## config.mk

```make
export PLATFORM = sky130hd
export DESIGN_NAME = sha1_block_compress_flat
export DESIGN_NICKNAME = d
export VERILOG_FILES = /design/src/rtl/sha1bc_pkg.sv /design/src/rtl/sha1bc_in_if.sv /design/src/rtl/sha1bc_out_if.sv /design/src/rtl/sha1bc_ctrl.sv /design/src/rtl/sha1bc_datapath.sv /design/src/rtl/sha1_block_compress.sv /design/src/flat_wrapper.sv
export SDC_FILE = /design/constraint.sdc
export NUM_CORES = 2
export LEC_CHECK = 0
export ABC_AREA = 1
export BUFFER_PORTS_ARGS = -buffer_cell sky130_fd_sc_hd__buf_2
export CELL_PAD_IN_SITES_DETAIL_PLACEMENT = 0
export CELL_PAD_IN_SITES_GLOBAL_PLACEMENT = 1
export CORE_MARGIN = 4
export CORE_UTILIZATION = 51
export CTS_CLUSTER_DIAMETER = 30
export DETAILED_ROUTE_END_ITERATION = 12
export PLACE_DENSITY_LB_ADDON = 0.1
export SLEW_MARGIN = 10
export SYNTH_ARGS = -nofsm -noshare
export SYNTH_HDL_FRONTEND = slang
export SYNTH_SLANG_ARGS = --single-unit
```

## constraint.sdc

```tcl
create_clock -name clk -period 18.9 [get_ports clk]
set_input_delay 5.67 -clock clk [delete_from_list [all_inputs] [get_ports clk]]
set_output_delay 5.67 -clock clk [all_outputs]
set_load 0.05 [all_outputs]
```

## src/rtl/sha1bc_pkg.sv

```systemverilog
package sha1bc_pkg;

  // block geometry
  localparam int unsigned NUM_CHAIN   = 5;
  localparam int unsigned BLOCK_WORDS = 16;
  localparam int unsigned NUM_ROUNDS  = 80;

  typedef logic [31:0] word_t;
  typedef logic [2:0]  chain_idx_t;
  typedef logic [3:0]  word_cnt_t;
  typedef logic [6:0]  round_cnt_t;

  // configuration register indexes
  localparam chain_idx_t CFG_IV_A = 3'd0;
  localparam chain_idx_t CFG_IV_B = 3'd1;
  localparam chain_idx_t CFG_IV_C = 3'd2;
  localparam chain_idx_t CFG_IV_D = 3'd3;
  localparam chain_idx_t CFG_IV_E = 3'd4;

  // chaining word that closes an output run
  localparam chain_idx_t IDX_LAST = CFG_IV_E;

  // standard initial chaining value
  localparam word_t IV_A_RESET = 32'h6745_2301;
  localparam word_t IV_B_RESET = 32'hEFCD_AB89;
  localparam word_t IV_C_RESET = 32'h98BA_DCFE;
  localparam word_t IV_D_RESET = 32'h1032_5476;
  localparam word_t IV_E_RESET = 32'hC3D2_E1F0;

  // round constants
  localparam word_t K_CH   = 32'h5A82_7999;
  localparam word_t K_PAR1 = 32'h6ED9_EBA1;
  localparam word_t K_MAJ  = 32'h8F1B_BCDC;
  localparam word_t K_PAR2 = 32'hCA62_C1D6;

  typedef enum logic [1:0] {
    ST_LOAD,
    ST_ROUND,
    ST_ADD,
    ST_EMIT
  } ctrl_state_t;

  typedef enum logic [1:0] {
    STG_CH,
    STG_PAR1,
    STG_MAJ,
    STG_PAR2
  } round_stage_t;

  // controller to datapath commands
  typedef struct packed {
    logic         load_word;   // shift accepted word into schedule window
    logic         load_iv;     // copy iv registers into chaining value
    logic         init_work;   // copy chaining value into working vars
    logic         round_en;    // run one round
    round_stage_t stage;       // round function group
    logic         add_chain;   // fold working vars into chaining value
    chain_idx_t   out_index;   // chaining word on the output
  } dp_cmd_t;

  function automatic word_t round_k(round_stage_t stg);
    word_t k;
    case (stg)
      STG_CH:   k = K_CH;
      STG_PAR1: k = K_PAR1;
      STG_MAJ:  k = K_MAJ;
      STG_PAR2: k = K_PAR2;
      default:  k = K_CH;
    endcase
    return k;
  endfunction

  function automatic word_t round_f(round_stage_t stg, word_t b, word_t c, word_t d);
    word_t f;
    case (stg)
      STG_CH:  f = (b & c) | (~b & d);
      STG_MAJ: f = (b & c) | (b & d) | (c & d);
      default: f = b ^ c ^ d;
    endcase
    return f;
  endfunction

endpackage

```

## src/rtl/sha1bc_in_if.sv

```systemverilog
interface sha1bc_in_if;
  logic                valid;
  logic                ready;
  sha1bc_pkg::word_t   msg_word;
  logic                restart;

  modport source (output valid, output msg_word, output restart, input ready);
  modport sink   (input valid, input msg_word, input restart, output ready);
endinterface

```

## src/rtl/sha1bc_out_if.sv

```systemverilog
interface sha1bc_out_if;
  logic                   valid;
  logic                   ready;
  sha1bc_pkg::word_t      hash_word;
  sha1bc_pkg::chain_idx_t word_index;
  logic                   last;

  modport source (output valid, output hash_word, output word_index, output last,
                  input ready);
  modport sink   (input valid, input hash_word, input word_index, input last,
                  output ready);
endinterface

```

## src/rtl/sha1bc_ctrl.sv

```systemverilog
module sha1bc_ctrl (
  input  logic                clk,
  input  logic                rst_n,
  input  logic                in_valid,
  input  logic                in_restart,
  output logic                in_ready,
  output logic                out_valid,
  input  logic                out_ready,
  output sha1bc_pkg::dp_cmd_t cmd
);

  localparam sha1bc_pkg::word_cnt_t  LAST_WORD  =
    sha1bc_pkg::word_cnt_t'(sha1bc_pkg::BLOCK_WORDS - 1);
  localparam sha1bc_pkg::round_cnt_t LAST_ROUND =
    sha1bc_pkg::round_cnt_t'(sha1bc_pkg::NUM_ROUNDS - 1);

  sha1bc_pkg::ctrl_state_t state_r, state_nxt;
  sha1bc_pkg::word_cnt_t   word_cnt_r, word_cnt_nxt;
  sha1bc_pkg::round_cnt_t  round_cnt_r, round_cnt_nxt;
  sha1bc_pkg::chain_idx_t  emit_idx_r, emit_idx_nxt;

  logic                  in_beat;
  logic                  out_beat;
  sha1bc_pkg::word_cnt_t word_eff;

  assign in_beat  = in_valid & in_ready;
  assign out_beat = out_valid & out_ready;
  // restart makes the current beat word zero of a new block
  assign word_eff = in_restart ? '0 : word_cnt_r;

  // next state
  always_comb begin
    state_nxt = state_r;
    case (state_r)
      sha1bc_pkg::ST_LOAD: begin
        if (in_beat && word_eff == LAST_WORD) state_nxt = sha1bc_pkg::ST_ROUND;
      end
      sha1bc_pkg::ST_ROUND: begin
        if (round_cnt_r == LAST_ROUND) state_nxt = sha1bc_pkg::ST_ADD;
      end
      sha1bc_pkg::ST_ADD: begin
        state_nxt = sha1bc_pkg::ST_EMIT;
      end
      sha1bc_pkg::ST_EMIT: begin
        if (out_beat && emit_idx_r == sha1bc_pkg::IDX_LAST) state_nxt = sha1bc_pkg::ST_LOAD;
      end
      default: state_nxt = sha1bc_pkg::ST_LOAD;
    endcase
  end

  // counters
  always_comb begin
    word_cnt_nxt  = word_cnt_r;
    round_cnt_nxt = round_cnt_r;
    emit_idx_nxt  = emit_idx_r;
    if (in_beat) begin
      word_cnt_nxt = (word_eff == LAST_WORD) ? '0 : word_eff + 4'd1;
    end
    if (state_r == sha1bc_pkg::ST_ROUND) begin
      round_cnt_nxt = (round_cnt_r == LAST_ROUND) ? '0 : round_cnt_r + 7'd1;
    end
    if (out_beat) begin
      emit_idx_nxt = (emit_idx_r == sha1bc_pkg::IDX_LAST) ? '0 : emit_idx_r + 3'd1;
    end
  end

  // outputs
  always_comb begin
    in_ready      = 1'b0;
    out_valid     = 1'b0;
    cmd           = '0;
    cmd.out_index = emit_idx_r;
    if (round_cnt_r < 7'd20)      cmd.stage = sha1bc_pkg::STG_CH;
    else if (round_cnt_r < 7'd40) cmd.stage = sha1bc_pkg::STG_PAR1;
    else if (round_cnt_r < 7'd60) cmd.stage = sha1bc_pkg::STG_MAJ;
    else                          cmd.stage = sha1bc_pkg::STG_PAR2;
    case (state_r)
      sha1bc_pkg::ST_LOAD: begin
        in_ready      = 1'b1;
        cmd.load_word = in_valid;
        cmd.load_iv   = in_valid & in_restart;
        cmd.init_work = in_valid & (word_eff == LAST_WORD);
      end
      sha1bc_pkg::ST_ROUND: begin
        cmd.round_en = 1'b1;
      end
      sha1bc_pkg::ST_ADD: begin
        cmd.add_chain = 1'b1;
      end
      sha1bc_pkg::ST_EMIT: begin
        out_valid = 1'b1;
      end
      default: begin
        in_ready = 1'b0;
      end
    endcase
  end

  // control registers
  always_ff @(posedge clk) begin
    if (!rst_n) begin
      state_r     <= sha1bc_pkg::ST_LOAD;
      word_cnt_r  <= '0;
      round_cnt_r <= '0;
      emit_idx_r  <= '0;
    end else begin
      state_r     <= state_nxt;
      word_cnt_r  <= word_cnt_nxt;
      round_cnt_r <= round_cnt_nxt;
      emit_idx_r  <= emit_idx_nxt;
    end
  end

endmodule

```

## src/rtl/sha1bc_datapath.sv

```systemverilog
module sha1bc_datapath (
  input  logic                   clk,
  input  logic                   rst_n,
  input  sha1bc_pkg::dp_cmd_t    cmd,
  input  sha1bc_pkg::word_t      in_msg_word,
  input  logic                   cfg_we,
  input  sha1bc_pkg::chain_idx_t cfg_index,
  input  sha1bc_pkg::word_t      cfg_data,
  output sha1bc_pkg::word_t      out_hash_word,
  output sha1bc_pkg::chain_idx_t out_word_index,
  output logic                   out_last
);

  localparam int unsigned NC = sha1bc_pkg::NUM_CHAIN;
  localparam int unsigned NW = sha1bc_pkg::BLOCK_WORDS;

  sha1bc_pkg::word_t iv_r    [NC];
  sha1bc_pkg::word_t chain_r [NC];
  sha1bc_pkg::word_t work_r  [NC];
  sha1bc_pkg::word_t win_r   [NW];

  sha1bc_pkg::word_t a, b, c, d, e;
  sha1bc_pkg::word_t w_cur, w_new, w_x;
  sha1bc_pkg::word_t f_val, k_val, tmp;

  assign a = work_r[0];
  assign b = work_r[1];
  assign c = work_r[2];
  assign d = work_r[3];
  assign e = work_r[4];

  // window holds W[t] .. W[t+15]; the oldest entry feeds the round
  assign w_cur = win_r[0];
  assign w_x   = win_r[13] ^ win_r[8] ^ win_r[2] ^ win_r[0];
  assign w_new = {w_x[30:0], w_x[31]};

  // one round
  assign f_val = sha1bc_pkg::round_f(cmd.stage, b, c, d);
  assign k_val = sha1bc_pkg::round_k(cmd.stage);
  assign tmp   = {a[26:0], a[31:27]} + f_val + e + k_val + w_cur;

  // iv registers
  always_ff @(posedge clk) begin
    if (!rst_n) begin
      iv_r[0] <= sha1bc_pkg::IV_A_RESET;
      iv_r[1] <= sha1bc_pkg::IV_B_RESET;
      iv_r[2] <= sha1bc_pkg::IV_C_RESET;
      iv_r[3] <= sha1bc_pkg::IV_D_RESET;
      iv_r[4] <= sha1bc_pkg::IV_E_RESET;
    end else if (cfg_we) begin
      case (cfg_index)
        sha1bc_pkg::CFG_IV_A: iv_r[0] <= cfg_data;
        sha1bc_pkg::CFG_IV_B: iv_r[1] <= cfg_data;
        sha1bc_pkg::CFG_IV_C: iv_r[2] <= cfg_data;
        sha1bc_pkg::CFG_IV_D: iv_r[3] <= cfg_data;
        sha1bc_pkg::CFG_IV_E: iv_r[4] <= cfg_data;
        default: ;
      endcase
    end
  end

  // chaining value
  always_ff @(posedge clk) begin
    if (!rst_n) begin
      chain_r[0] <= sha1bc_pkg::IV_A_RESET;
      chain_r[1] <= sha1bc_pkg::IV_B_RESET;
      chain_r[2] <= sha1bc_pkg::IV_C_RESET;
      chain_r[3] <= sha1bc_pkg::IV_D_RESET;
      chain_r[4] <= sha1bc_pkg::IV_E_RESET;
    end else begin
      for (int i = 0; i < NC; i++) begin
        if (cmd.load_iv)        chain_r[i] <= iv_r[i];
        else if (cmd.add_chain) chain_r[i] <= chain_r[i] + work_r[i];
      end
    end
  end

  // working variables
  always_ff @(posedge clk) begin
    if (!rst_n) begin
      for (int i = 0; i < NC; i++) work_r[i] <= '0;
    end else if (cmd.init_work) begin
      for (int i = 0; i < NC; i++) work_r[i] <= chain_r[i];
    end else if (cmd.round_en) begin
      work_r[0] <= tmp;
      work_r[1] <= a;
      work_r[2] <= {b[1:0], b[31:2]};
      work_r[3] <= c;
      work_r[4] <= d;
    end
  end

  // schedule window shift line
  always_ff @(posedge clk) begin
    if (cmd.load_word || cmd.round_en) begin
      for (int i = 0; i < NW - 1; i++) win_r[i] <= win_r[i + 1];
      win_r[NW - 1] <= cmd.load_word ? in_msg_word : w_new;
    end
  end

  // output beat payload
  always_comb begin
    case (cmd.out_index)
      sha1bc_pkg::CFG_IV_A: out_hash_word = chain_r[0];
      sha1bc_pkg::CFG_IV_B: out_hash_word = chain_r[1];
      sha1bc_pkg::CFG_IV_C: out_hash_word = chain_r[2];
      sha1bc_pkg::CFG_IV_D: out_hash_word = chain_r[3];
      default:              out_hash_word = chain_r[4];
    endcase
  end

  assign out_word_index = cmd.out_index;
  assign out_last       = (cmd.out_index == sha1bc_pkg::IDX_LAST);

endmodule

```

## src/rtl/sha1_block_compress.sv

```systemverilog
// SHA-1 block compression over a stream of 32-bit big-endian message words.
// Sixteen input beats make one 64-byte block; a beat with restart set reloads
// the chaining value from the iv registers and becomes word zero of a new
// block. Input beats are taken one per cycle while a block fills. After the
// sixteenth word the block runs the 80 rounds through one shared round unit at
// one round per cycle, adds the working vars into the chaining value, then
// presents five output beats (words a..e, last on e). No input is taken from
// the sixteenth word until the fifth output beat is taken. The iv registers
// are to be written through the cfg port only while idle; the block itself
// does not enforce this. A write takes effect at the next restart.
module sha1_block_compress (
  input  logic                   clk,
  input  logic                   rst_n,
  sha1bc_in_if.sink              in_ch,
  sha1bc_out_if.source           out_ch,
  input  logic                   cfg_we,
  input  sha1bc_pkg::chain_idx_t cfg_index,
  input  sha1bc_pkg::word_t      cfg_data
);

  sha1bc_pkg::dp_cmd_t cmd;

  // sequencer
  sha1bc_ctrl u_ctrl (
    .clk        (clk),
    .rst_n      (rst_n),
    .in_valid   (in_ch.valid),
    .in_restart (in_ch.restart),
    .in_ready   (in_ch.ready),
    .out_valid  (out_ch.valid),
    .out_ready  (out_ch.ready),
    .cmd        (cmd)
  );

  // chaining value, rounds and schedule
  sha1bc_datapath u_dp (
    .clk            (clk),
    .rst_n          (rst_n),
    .cmd            (cmd),
    .in_msg_word    (in_ch.msg_word),
    .cfg_we         (cfg_we),
    .cfg_index      (cfg_index),
    .cfg_data       (cfg_data),
    .out_hash_word  (out_ch.hash_word),
    .out_word_index (out_ch.word_index),
    .out_last       (out_ch.last)
  );

endmodule
```

## src/flat_wrapper.sv

```systemverilog
// flat-port wrapper written by rule: the top's interface ports become plain ports
module sha1_block_compress_flat 
  (clk, rst_n, cfg_we, cfg_index, cfg_data, in_ch_valid, in_ch_msg_word, in_ch_restart, in_ch_ready, out_ch_valid, out_ch_hash_word, out_ch_word_index, out_ch_last, out_ch_ready);
  sha1bc_in_if in_ch_i ();
  sha1bc_out_if out_ch_i ();
  input  logic clk;
  input  logic rst_n;
  input  logic cfg_we;
  input  sha1bc_pkg::chain_idx_t cfg_index;
  input  sha1bc_pkg::word_t cfg_data;
  input wire logic [$bits(in_ch_i.valid)-1:0] in_ch_valid;
  input wire logic [$bits(in_ch_i.msg_word)-1:0] in_ch_msg_word;
  input wire logic [$bits(in_ch_i.restart)-1:0] in_ch_restart;
  output wire logic [$bits(in_ch_i.ready)-1:0] in_ch_ready;
  output wire logic [$bits(out_ch_i.valid)-1:0] out_ch_valid;
  output wire logic [$bits(out_ch_i.hash_word)-1:0] out_ch_hash_word;
  output wire logic [$bits(out_ch_i.word_index)-1:0] out_ch_word_index;
  output wire logic [$bits(out_ch_i.last)-1:0] out_ch_last;
  input wire logic [$bits(out_ch_i.ready)-1:0] out_ch_ready;
  assign in_ch_i.valid = in_ch_valid;
  assign in_ch_i.msg_word = in_ch_msg_word;
  assign in_ch_i.restart = in_ch_restart;
  assign in_ch_ready = in_ch_i.ready;
  assign out_ch_valid = out_ch_i.valid;
  assign out_ch_hash_word = out_ch_i.hash_word;
  assign out_ch_word_index = out_ch_i.word_index;
  assign out_ch_last = out_ch_i.last;
  assign out_ch_i.ready = out_ch_ready;
  sha1_block_compress u_core (.clk(clk), .rst_n(rst_n), .in_ch(in_ch_i), .out_ch(out_ch_i), .cfg_we(cfg_we), .cfg_index(cfg_index), .cfg_data(cfg_data));
endmodule
```

==> results_dict.tcl <==
set metrics [dict create \
    status "finished, final reports clean" \
    ir_drop_v 0.0001743 \
    grt_use_met2_pct 49.03 \
    skew_ps 66.12 \
    slew_headroom_pct 23.43 \
    cts_made_buffers 214 \
    switching_share_pct 43.99 \
    met3_usage_pct 9.634 \
    seq_area_frac_synth_pct 55.26 \
    gp_congestion 1.059 \
    combPwrFrac_pct 43.2 \
    synth_warnings 0 \
    slowest_stage "a21oi_1" \
    r2r_slack_ps 11310 \
    drt-total-wl_mm 198.1 \
    yosysUniqueCellTypes 55 \
    synth_ff_type "edfxtp_1" \
    clk_latency_ps 830 \
    power.total_mw 14.05 \
    start_kind "register" \
    async_reset_ff_share_pct 0 \
    die_area_um2 112100 \
    dpl.cell_count 6901 \
    cts.path.max_buffers 3 \
    rsz0062_at_grt "false" \
    syn_inst 5488 \
    clock_sinks 1008 \
    fin_nets 6133 \
    grt_pass1_vias 40450 \
    portBuffers 110 \
    grt_max_degree 201 \
    start_util_pct 51.54 \
    vias_per_cell 5.858 \
    cts_tree "done" \
    fin_setup_tns_ps 0 \
    final_cell_mix "nand2_1, edfxtp_1, inv_1" \
    avgSynthCellArea_um2 9.929 \
    tightest_slew_ps 1149 \
    dieHeight_um 334.9 \
    drt_iter0_markers 5606 \
    fmax_ghz 0.1029 \
    multi_input_area_um2 20770 \
    cts_hold_buf 0 \
    r2r-start "u_core.u_ctrl.round_cnt_r[5]" \
    synth_area_um2 54490 \
    drive_above_1_share_pct 11.29 \
    vias 42830 \
    hold_path_class "register to register" \
    yosys-top-cells-area "edfxtp_1, nand2_1, inv_1" \
    final_max_slew_viol_count 0 \
    stdcell_count 7311 \
    io_pins 111 \
    fin_crit_sh_pct 51.43 \
    critPathMaxStageDelay_ps 810 \
    wl_per_cell_um 27.09 \
    grt_busiest_layer "met1" \
    placed_area_um2 56530 \
    ctsHtreeMaxLevel 4 \
    critPathArrivalTime_ps 4050 \
    drv_cap 0 \
    ctsResizeCount 0 \
    synth_edf_count 992 \
    crit_chain "inv_2, buf_4, ha_1, inv_1, buf_4, o21ai_0, a211oi_1, a21oi_1, buf_2" \
    required_ps 13230 \
    regArea_um2 30110 \
    synth_fp_nets 5895 \
    grt_pass1_wl_mm 281.1 \
    clockPowerShare_pct 27.2 \
    firstDrtPassIters 6 \
    grt_overflow_total 0 \
    crit_path_end "out_ch_hash_word[25]" \
    crit_start "u_core.u_ctrl.emit_idx_r[2]" \
    met1_usage_pct 51.68 \
    setup-violations-final 0 \
    groute.usage.overall_pct 34.93 \
    r2r-end "u_core.u_dp.work_r[0][31]" \
    cp_max_fo 63 \
    power.density_nw_per_um2 219.4 \
    power.internal_mw 7.868 \
    synth-seq-cells 1008 \
    critical_path.endpoint_type "output pin" \
    switchingPower_mw 6.180 \
    drc 0 \
    min_period_ps 9721 \
    power.leakage_nw 26.95 \
    hpwl_mm 148.7 \
    fillers 8986 \
    design.core.area_um2 105700 \
    post-cts-setup-buffers 0 \
    syn_to_final_growth_pct 17.52 \
    r2r_cells 24 \
    final_area_um2 64040 \
    p_seq_share_pct 29.5 \
    rows 119 \
    fp.dieW_um 334.9 \
    yosys.area.top_type_share_pct 54.67 \
    clkTransAtPathRegs_ps 60 \
    hold_viol 0 \
    antenna_found_initial 12 \
    layout_commonest_cell "nand2_1" \
    cp_common_cell "buf_4" \
    yosys.area.top_type "edfxtp_1" \
    ctsRootBufferMaster "clkbuf_16" \
    path_class "register to output pin" \
    drtAntennaViolNets 0 \
]
power groups by stage:
stage	clock network [mW]	registers [mW]	logic, mW
global placement	0	4.12	5.83
CTS	3.86	4.15	5.91
finish	3.83	4.15	6.07
global route	3.99	4.21	6.62
floorplan	0	4.30	3.90
detailed placement	0	4.15	5.85
worst max-delay path: cells and delay by family, from the launching register on:
kind / cells / cell delay, ps
buffers and inverters: 5 / 1310
adder cells (fa/ha/maj): 1 / 270
AO/OA/AOI/OAI: 3 / 1110
flip-flops: 1 / 520
sequential cells by signal, summed over array words and instances, names as in the netlist:
register	count
u_core.u_ctrl.round_cnt_r	7
u_core.u_ctrl.emit_idx_r	3
u_core.u_ctrl.word_cnt_r	4
u_core.u_dp.iv_r	160
u_core.u_dp.win_r	512
u_core.u_dp.chain_r	160
u_core.u_ctrl.state_r	2
u_core.u_dp.work_r	160
synthesized netlist by cell type, types with 2 or more instances:
cell type / count
a21o_1: 9
clkbuf_1: 55
or2_2: 7
xnor2_1: 106
edfxtp_1: 992
nand2_1: 1159
inv_1: 803
nor3_1: 17
xor2_1: 32
nand4_1: 36
fa_1: 125
o21ai_2: 80
nand3_2: 3
a21oi_2: 2
nor2_2: 3
nor2_1: 484
buf_4: 6
o21ai_0: 338
ha_1: 209
o21ai_1: 24
nand3_1: 258
nor3_2: 16
a31oi_1: 13
dfxtp_1: 16
nor4_1: 12
inv_2: 7
and2_1: 2
o22ai_1: 103
o21bai_1: 24
buf_1: 5
a22o_1: 2
nand3b_1: 12
nand2b_1: 4
buf_6: 15
a211oi_1: 13
a21boi_0: 6
o221ai_1: 3
o211ai_1: 23
buf_2: 45
a21oi_1: 349
a22oi_1: 18
o41ai_1: 4
o21a_1: 10
nand2_2: 27
worst min path at each step:
stage,startpoint,endpoint,depth (start not counted)
2_1_floorplan,u_core.u_dp.win_r[0][32],u_core.u_dp.win_r[0][0],0
6_report,u_core.u_dp.win_r[0][162],u_core.u_dp.win_r[0][130],0
3_3_place_gp,u_core.u_dp.win_r[1][96],u_core.u_dp.win_r[1][64],0
4_1_cts,u_core.u_dp.win_r[0][98],u_core.u_dp.win_r[0][66],0
5_1_grt,u_core.u_dp.win_r[0][162],u_core.u_dp.win_r[0][130],0
3_5_place_dp,u_core.u_dp.win_r[0][147],u_core.u_dp.win_r[0][115],0
layer usage:
metal | routed length, um | share of wire (%)
met5 | 0 | 0
met4 | 7875 | 4.0
met3 | 22080 | 11
met2 | 81770 | 41
met1 | 86330 | 44
cell type report:
| class | instances | area share, % |
|---|---|---|
| Multi-Input combinational cell | 3543 | 32.43 |
| Antenna cell | 5 | 0.01954 |
| Tap cell | 1391 | 2.718 |
| Sequential cell | 1008 | 47.02 |
| Timing Repair Buffer | 148 | 1.344 |
| Inverter | 811 | 4.758 |
| Clock buffer | 235 | 8.486 |
| Clock inverter | 170 | 3.226 |
cell families (layout without fill, tap and decap cells):
logic type,after synthesis,in the layout,synth area share (%)
AO/OA/AOI/OAI,1023,1023,10.78
XOR/XNOR,138,138,2.218
adder cells (fa/ha/maj),334,334,9.392
buffers and inverters,937,1364,6.806
flip-flops,1008,1008,55.26
other,0,5,0
AND/OR/NAND/NOR,2048,2048,15.55
stage by stage:
stage / setup WS, ps / hold WS [ps] / utilization [%]
CTS: 9334 / 375.3 / 60.56
finish: 9179 / 385.4 / 60.58
detailed placement: 9696 / 404.5 / 53.47
global route: 9136 / 373.9 / 60.56
floorplan: 1212 / 400.3 / -
global placement: 9758 / 400.2 / 53.47
No activity file was read; power rests on OpenSTA's default activity.
